`src/design/critical_path_scheduler_macros.svh`:
```
// ----------------------------------------------------------------------------
// Critical path scheduler assertion macros
// Shared concurrent assertion forms, clocked on clk and disabled in reset.
// ----------------------------------------------------------------------------
`ifndef CRITICAL_PATH_SCHEDULER_MACROS_SVH
`define CRITICAL_PATH_SCHEDULER_MACROS_SVH

// Property that must hold at every clock edge out of reset
`define CPS_ASSERT(lbl, prop, msg) \
    lbl: assert property (@(posedge clk) disable iff (!rst_n) prop) \
        else $error(msg);

// Condition that forces an outcome in the next cycle
`define CPS_ASSERT_NEXT(lbl, pre, post, msg) \
    lbl: assert property (@(posedge clk) disable iff (!rst_n) (pre) |=> (post)) \
        else $error(msg);

`endif

```
`src/design/cps_pkg.sv`:
```
// ----------------------------------------------------------------------------
// Critical path scheduler package
// Sizes, action and status codes shared by the scheduler modules.
// ----------------------------------------------------------------------------
`default_nettype none

package cps_pkg;

    localparam int MAX_TASKS = 32;
    localparam int TASK_BITS = $clog2(MAX_TASKS);
    localparam int CNT_BITS  = $clog2(MAX_TASKS + 1);
    localparam int DUR_BITS  = 16;
    localparam int DATE_BITS = 21;

    localparam logic [DATE_BITS-1:0] DATE_MAX = {DATE_BITS{1'b1}};

    // Input actions
    localparam logic [1:0] ACT_SET_DUR = 2'd0;
    localparam logic [1:0] ACT_ADD_ARC = 2'd1;
    localparam logic [1:0] ACT_COMPUTE = 2'd2;
    localparam logic [1:0] ACT_UNUSED  = 2'd3;

    // Result status codes
    localparam logic [1:0] STAT_OK      = 2'd0;
    localparam logic [1:0] STAT_CIRCUIT = 2'd1;
    localparam logic [1:0] STAT_RANGE   = 2'd2;

    typedef logic [MAX_TASKS-1:0] task_mask_t;
    typedef logic [DATE_BITS-1:0] date_t;

endpackage

`default_nettype wire

```
`src/design/cps_lsb.sv`:
```
// ----------------------------------------------------------------------------
// Lowest set bit picker
// Returns the index of the lowest set bit of a task mask and a found flag.
// ----------------------------------------------------------------------------
`default_nettype none

module cps_lsb
    import cps_pkg::*;
(
    input  wire task_mask_t           mask,
    output logic [TASK_BITS-1:0]      idx,
    output logic                      any
);

    // Priority encode, lowest index wins
    always_comb
    begin
        idx = '0;
        for (int i = MAX_TASKS - 1; i >= 0; i--)
        begin
            if (mask[i])
            begin
                idx = TASK_BITS'(i);
            end
        end
        any = |mask;
    end

endmodule

`default_nettype wire

```
`config.mk`:
```
export PLATFORM = sky130hd
export DESIGN_NAME = cps_lsb
export DESIGN_NICKNAME = d
export VERILOG_FILES = /design/src/design/critical_path_scheduler_macros.svh /design/src/design/cps_pkg.sv /design/src/design/cps_lsb.sv
export SDC_FILE = /design/constraint.sdc
export NUM_CORES = 1
export LEC_CHECK = 0
export ABC_AREA = 1
export BUFFER_PORTS_ARGS = -buffer_cell sky130_fd_sc_hd__buf_4
export CORE_MARGIN = 1.5
export CORE_UTILIZATION = 35
export DETAILED_ROUTE_END_ITERATION = 10
export PLACE_DENSITY = 0.82
export SYNTH_ARGS = -nofsm -noshare
export SYNTH_HDL_FRONTEND = slang
export SYNTH_SLANG_ARGS = --single-unit
```
`constraint.sdc`:
```
create_clock -name vclk -period 2.6
set_input_delay 0.39 -clock vclk [all_inputs]
set_output_delay 0.39 -clock vclk [all_outputs]
set_load 0.01 [all_outputs]
```
After elaboration in Yosys (flattened, before gate mapping):

Index checks and enable logic that the tools add are counted.

* output and inout port bits: 6
* logic and storage cells: 33
* flip-flop bits (word level): 0
* input port bits: 32

* multiplexer cells: 32
* reductions and logical operators: 1

Operators by type and width (count)
* 5-bit two-way mux: 32
* 32-bit OR reduction: 1

Depth between registers and ports, before layout:

Gate-level depths: netlist (run 1).

* word-level depth: 32
* gate-level depth with buffers: 31
* depth with buffers taken out: 31

Worst setup path before layout (run 1):

OpenSTA, ideal clock, no wires.

* kind: input to output
* start point: input port mask[30]
* end point: output port idx[0]
* data required time: 2210 ps
* setup slack: 415 ps
* stages on the path: 31
* arrival: 1795 ps
* path buffers: 0
* cells stage by stage: inv_1 nand2_1 nand2_1 nand2_1 nand2_1 nand2_1 nand2_1 nand2_1 nand2_1 nand2_1 nand2_1 nand2_1 nand2_1 nand2_1 nand2_1 nand2_1 nand2_1 nand2_1 nand2_1 nand2_1 nand2_1 nand2_1 nand2_1 nand2_1 nand2_1 nand2_1 nand2_1 nand2_1 nand2_1 nand2_1 a21oi_2

* longest elaborated chain between the ends: 31

Ends and longest elaborated chain
* from (decl): RTL line cps_lsb.sv:10 `input wire task_mask_t mask,`
* 5-bit two-way mux (31 in a row): RTL line cps_lsb.sv:21 `if (mask[i])`
* to (decl): RTL line cps_lsb.sv:11 `output logic [TASK_BITS-1:0] idx,`

Every way passes these cells.

Worst setup path in the final report (run 1):

Same ends and word-level chain as after synthesis.

==> results of run 1 <==
[worst max-delay path by stage]
stage,end
after global placement,idx[0]
after detailed placement,idx[0]
after global routing,idx[0]
after floorplan,idx[0]
final,idx[0]
after CTS,idx[0]
[layout make-up]
| cell class | count | area (µm²) | area share, % |
|---|---|---|---|
| multi-input cells | 74 | 322 | 41.1 |
| repair buffers | 38 | 289 | 36.9 |
| inverters | 33 | 154 | 19.6 |
| well taps | 15 | 18.8 | 2.40 |
[power by group]
part	internal (µW)	total [µW]	switching [µW]
clock	0	0	0
combinational	56.2	97.2	41.1
sequential	0	0	0
total	56.2	97.2	41.1
[routing by layer]
layer | track usage, % | vias to the layer above
met5 | 0 | -
met4 | 0 | 0
met3 | 2.27 | 0
met2 | 29.1 | 25
met1 | 19.7 | 265
li1 | - | 388
[repair_timing]
item / 4_1_cts / 5_1_grt
hold endpoints to repair: 0 / 0
endpoints found under the setup margin: 0 / 1
resized for setup: 0 / 4
[Yosys cell counts (2+ instances only)]
| master | instances |
|---|---|
| inv_2 | 4 |
| a21oi_1 | 2 |
| bufinv_8 | 2 |
| nor2_1 | 15 |
| nand3_1 | 2 |
| inv_1 | 27 |
| nand2_1 | 43 |
| nor3_1 | 2 |
| nor4_1 | 2 |
[cell families (layout without fill, tap and decap cells)]
group,Yosys count,after routing,share of synthesized area (%)
and+or+nand+nor,64,64,53.2
AOI/OAI and AO/OA,10,10,14.6
buffers and inverters,33,71,32.2
[through the flow]
| stage | worst slack [ns] | utilization (%) | instance area (µm²) | hold WS (ns) | power [µW] |
|---|---|---|---|---|---|
| 2_1_floorplan | 0.415 | - | 470 | 0.806 | 43.2 |
| 3_3_place_gp | 0.0970 | 61.0 | 774 | 1.03 | 93.6 |
| 3_5_place_dp | 0.0523 | 61.0 | 774 | 1.04 | 95.9 |
| 4_1_cts | 0.0429 | 61.0 | 774 | 1.04 | 96.2 |
| 5_1_grt | -0.190 | 61.7 | 783 | 1.04 | 109 |
| 6_report | 0.0825 | 61.7 | 783 | 1.03 | 97.2 |
==> metrics.cfg, run 1 <==
[placement]
place_hpwl_um = 1070
dp_cells = 160
globalplace.congestion = 0.657
port_buffers = 38

[yosys]
ys_types = 17
syn_nets = 139
syn_inst = 107
synth_seq_area_share_pct = 0
synth_top_area_share_pct = 34.3
netlist_area_um2 = 470
synth_top_area_cell = nand2_1
synth_area_leaders = nand2_1 34%, inv_1 22%, nor2_1 12%
syn_avg_cell_area_um2 = 4.40
yosysWarnings = 0

[critical_path]
cp.arrival_ns = 2.13
cp-end-kind = output pin
slowest_stage = buf_4
path_class = in -> out
required_ns = 2.21
path_depth = 33
max_stage_delay_ns = 0.12
crit_start = mask[30]
crit_path_frequent_cell = nand2_1
cp_top_family = simple AND/OR/NAND/NOR gates
cp_max_fo = 2
start_kind = input pin
worst-path-buf-inv = 3

[final_layout]
clock_buffers = 0
ff_latch_area_um2 = 0
finalNetCount = 179
diodes = 0
final_common_cell = nand2_1
flops_and_latches = 0
drive_above_1_share_pct = 32.4
stdcell_count = 160
nFillCells = 134
final_cell_mix = 42 x nand2_1, 37 x buf_4, 26 x inv_1
areaGrowthSynthToFinish_pct = 66.5

[routing]
drc_errors = 0
wl_per_cell_um = 7.51
via_per_inst = 4.24
wirelength_um = 1200
routed-wl-met3_um = 104
drtIter0Drc = 12
met1_length_um = 532
dr_wl_met2_um = 563
ant_nets = 0
highest_layer = met3
first_pass_iters = 4
vias = 678

[timing]
fin_crit_sh_pct = 96.8
max_freq_mhz = 397
tightest_slew_ns = 0.354
hold_viol = 0
setup_tns_ns = 0
setup_viol = 0
slew_viol_final = 0
finalCriticalPeriod_ns = 2.52
rsz0062_at_grt = yes
max-slew-margin-rel_pct = 76.2

[power_and_ir_drop]
power_density_nw_per_um2 = 124
irDropWorstVdd_v = 0.0000540
leakage_uw = 0.000501

[hold_path]
holdPathEnd = idx[0]
min_from = mask[0]
min_path_cells = 3
hp-class = in -> out

[clock_network]
ctsHoldBuffers = 0
post_cts_buffers = 0

[global_routing]
antenna_found_initial = 0
grt_max_degree = 4
grt_first_pass_wirelength_um = 1810
grt-ovfl-total = 0
grt_pass1_vias = 517
gr-usage-all-layers_pct = 15.7

[run]
cap_violations = 0

[floorplan]
die_area_um2 = 1570
rows = 13
die_h_um = 39.7
fp.dieW_um = 39.7
core_area_um2 = 1270
initial_core_util_pct = 37.1
ios = 38

[outcome]
status = complete, no violations

No activity file was read; power rests on OpenSTA's default activity.
==> run 2, diff against run 1 <==
--- a/config.mk
+++ b/config.mk
@@ -10,6 +10,7 @@
 export CORE_MARGIN = 1.5
 export CORE_UTILIZATION = 35
 export DETAILED_ROUTE_END_ITERATION = 10
+export GPL_TIMING_DRIVEN = 0
 export PLACE_DENSITY = 0.82
 export SYNTH_ARGS = -nofsm -noshare
 export SYNTH_HDL_FRONTEND = slang
==> metrics.cfg, run 2 (same netlist as run 1, synthesis figures left out) <==
[outcome]
status = complete, no violations  ; unchanged

[routing]
first_pass_iters = 4  ; unchanged
ant_nets = 0  ; unchanged
drtIter0Drc = 9  ; was 12
drc_errors = 0  ; unchanged
vias = 696  ; was 678
via_per_inst = 4.35  ; was 4.24
wirelength_um = 1220  ; was 1200 µm
wl_per_cell_um = 7.60  ; was 7.51 µm

[placement]
place_hpwl_um = 1120  ; was 1070 µm
post_dp_cell_area_um2 = 774  ; unchanged
globalplace.congestion = 0.663  ; was 0.657
port_buffers = 38  ; unchanged
post-place-ws_ns = 0.0407  ; was 0.0523 ns
dp_cells = 160  ; unchanged

[global_routing]
antenna_found_initial = 0  ; unchanged
grt_first_pass_wirelength_um = 1910  ; was 1810 µm
gr-usage-all-layers_pct = 16.5  ; was 15.7%
grt_max_degree = 4  ; unchanged
grt-ovfl-total = 0  ; unchanged
grt_pass1_vias = 535  ; was 517

[final_layout]
drive_above_1_share_pct = 33.1  ; was 32.4%
areaGrowthSynthToFinish_pct = 68.4  ; was 66.5%
fin_util_pct = 62.4  ; was 61.7%
clock_buffers = 0  ; unchanged
post-route-cell-area_um2 = 792  ; was 783 µm²
finalNetCount = 179  ; unchanged
ff_latch_area_um2 = 0  ; unchanged
diodes = 0  ; unchanged
flops_and_latches = 0  ; unchanged
final_cell_mix = 41 x nand2_1, 37 x buf_4, 26 x inv_1  ; was 42 x nand2_1, 37 x buf_4, 26 x inv_1
multi_input_comb_area_um2 = 324  ; was 322 µm²
stdcell_count = 160  ; unchanged
nFillCells = 137  ; was 134
final_common_cell = nand2_1  ; unchanged

[floorplan]
ios = 38  ; unchanged
initial_core_util_pct = 37.1  ; unchanged
rows = 13  ; unchanged
core_area_um2 = 1270  ; unchanged
fp.dieW_um = 39.7  ; unchanged
die_area_um2 = 1570  ; unchanged
die_h_um = 39.7  ; unchanged

[timing]
setup_slack_ns = 0.0754  ; was 0.0825 ns
finalCriticalPeriod_ns = 2.52  ; about the same
max-slew-margin-rel_pct = 78.8  ; was 76.2%
rsz0062_at_grt = yes  ; unchanged
hold_viol = 0  ; unchanged
tightest_slew_ns = 0.315  ; was 0.354 ns
max_freq_mhz = 396  ; was 397 MHz
slew_viol_final = 0  ; unchanged
fin_crit_sh_pct = 97.1  ; was 96.8%
setup_viol = 0  ; unchanged

[power_and_ir_drop]
finalPower_uw = 98.9  ; was 97.2 µW
irDropWorstVdd_v = 0.0000610  ; was 0.0000540 V
leakage_uw = 0.000502  ; was 0.000501 µW
power_density_nw_per_um2 = 125  ; was 124 nW/µm²

[run]
cap_violations = 0  ; unchanged

[critical_path]
cp.arrival_ns = 2.13  ; about the same
required_ns = 2.21  ; about the same
cp_max_fo = 2  ; unchanged
max_stage_delay_ns = 0.12  ; about the same
start_kind = input pin  ; unchanged
slowest_stage = a21oi_2  ; was buf_4
cp-end-kind = output pin  ; unchanged
crit_path_frequent_cell = nand2_1  ; unchanged
worst-path-buf-inv = 3  ; unchanged
path_class = in -> out  ; unchanged
cp_top_family = simple AND/OR/NAND/NOR gates  ; unchanged

[clock_network]
ctsHoldBuffers = 0  ; unchanged

[hold_path]
hp-class = in -> out  ; unchanged

-- run 2: changes by cell type in the layout (fill, tap and decap cells not counted), sizes merged --
cell    delta
clkinv     +1
inv        -1
-- run 2: what timing repair did --
action	CTS	global route
gates resized for setup	0	7
endpoints found under the setup margin	0	1
buffers inserted	0	0
-- run 2: metal layers --
layer / vias to the layer above / part of all wire [%] / global-route usage, % / routed length [µm]
met2: 25 / 48 / 30.3 / 582
li1: 390 / - / - / -
met4: 0 / 0 / 0 / 0
met1: 281 / 44 / 21.7 / 531
met3: 0 / 8.4 / 1.14 / 102
met5: - / 0 / 0 / 0
-- run 2: metrics by stage --
step,hold WS (ns),TNS [ns]
2_1_floorplan,0.806,0
6_report,1.04,0
3_5_place_dp,1.04,0
5_1_grt,1.05,-0.182
3_3_place_gp,1.03,0
4_1_cts,1.04,0
-- run 2: area by class of cell --
| cell class | count | area share, % |
|---|---|---|
| Multi-Input combinational cell | 74 | 40.9 |
| Timing Repair Buffer | 38 | 37.0 |
| Inverter | 33 | 19.7 |
| Tap cell | 15 | 2.37 |
-- run 2: path summary, 6_finish.rpt --
| kind | from | end | slack (ns) | cells after the start |
|---|---|---|---|---|
| max | mask[30] | idx[0] | 0.08 | 33 |
| min | mask[0] | idx[0] | 1.04 | 3 |
-- run 2: power breakdown --
part           switching [µW]  internal, µW
clock network               0             0
logic                    41.9          57.0
registers                   0             0
total                    41.9          57.0
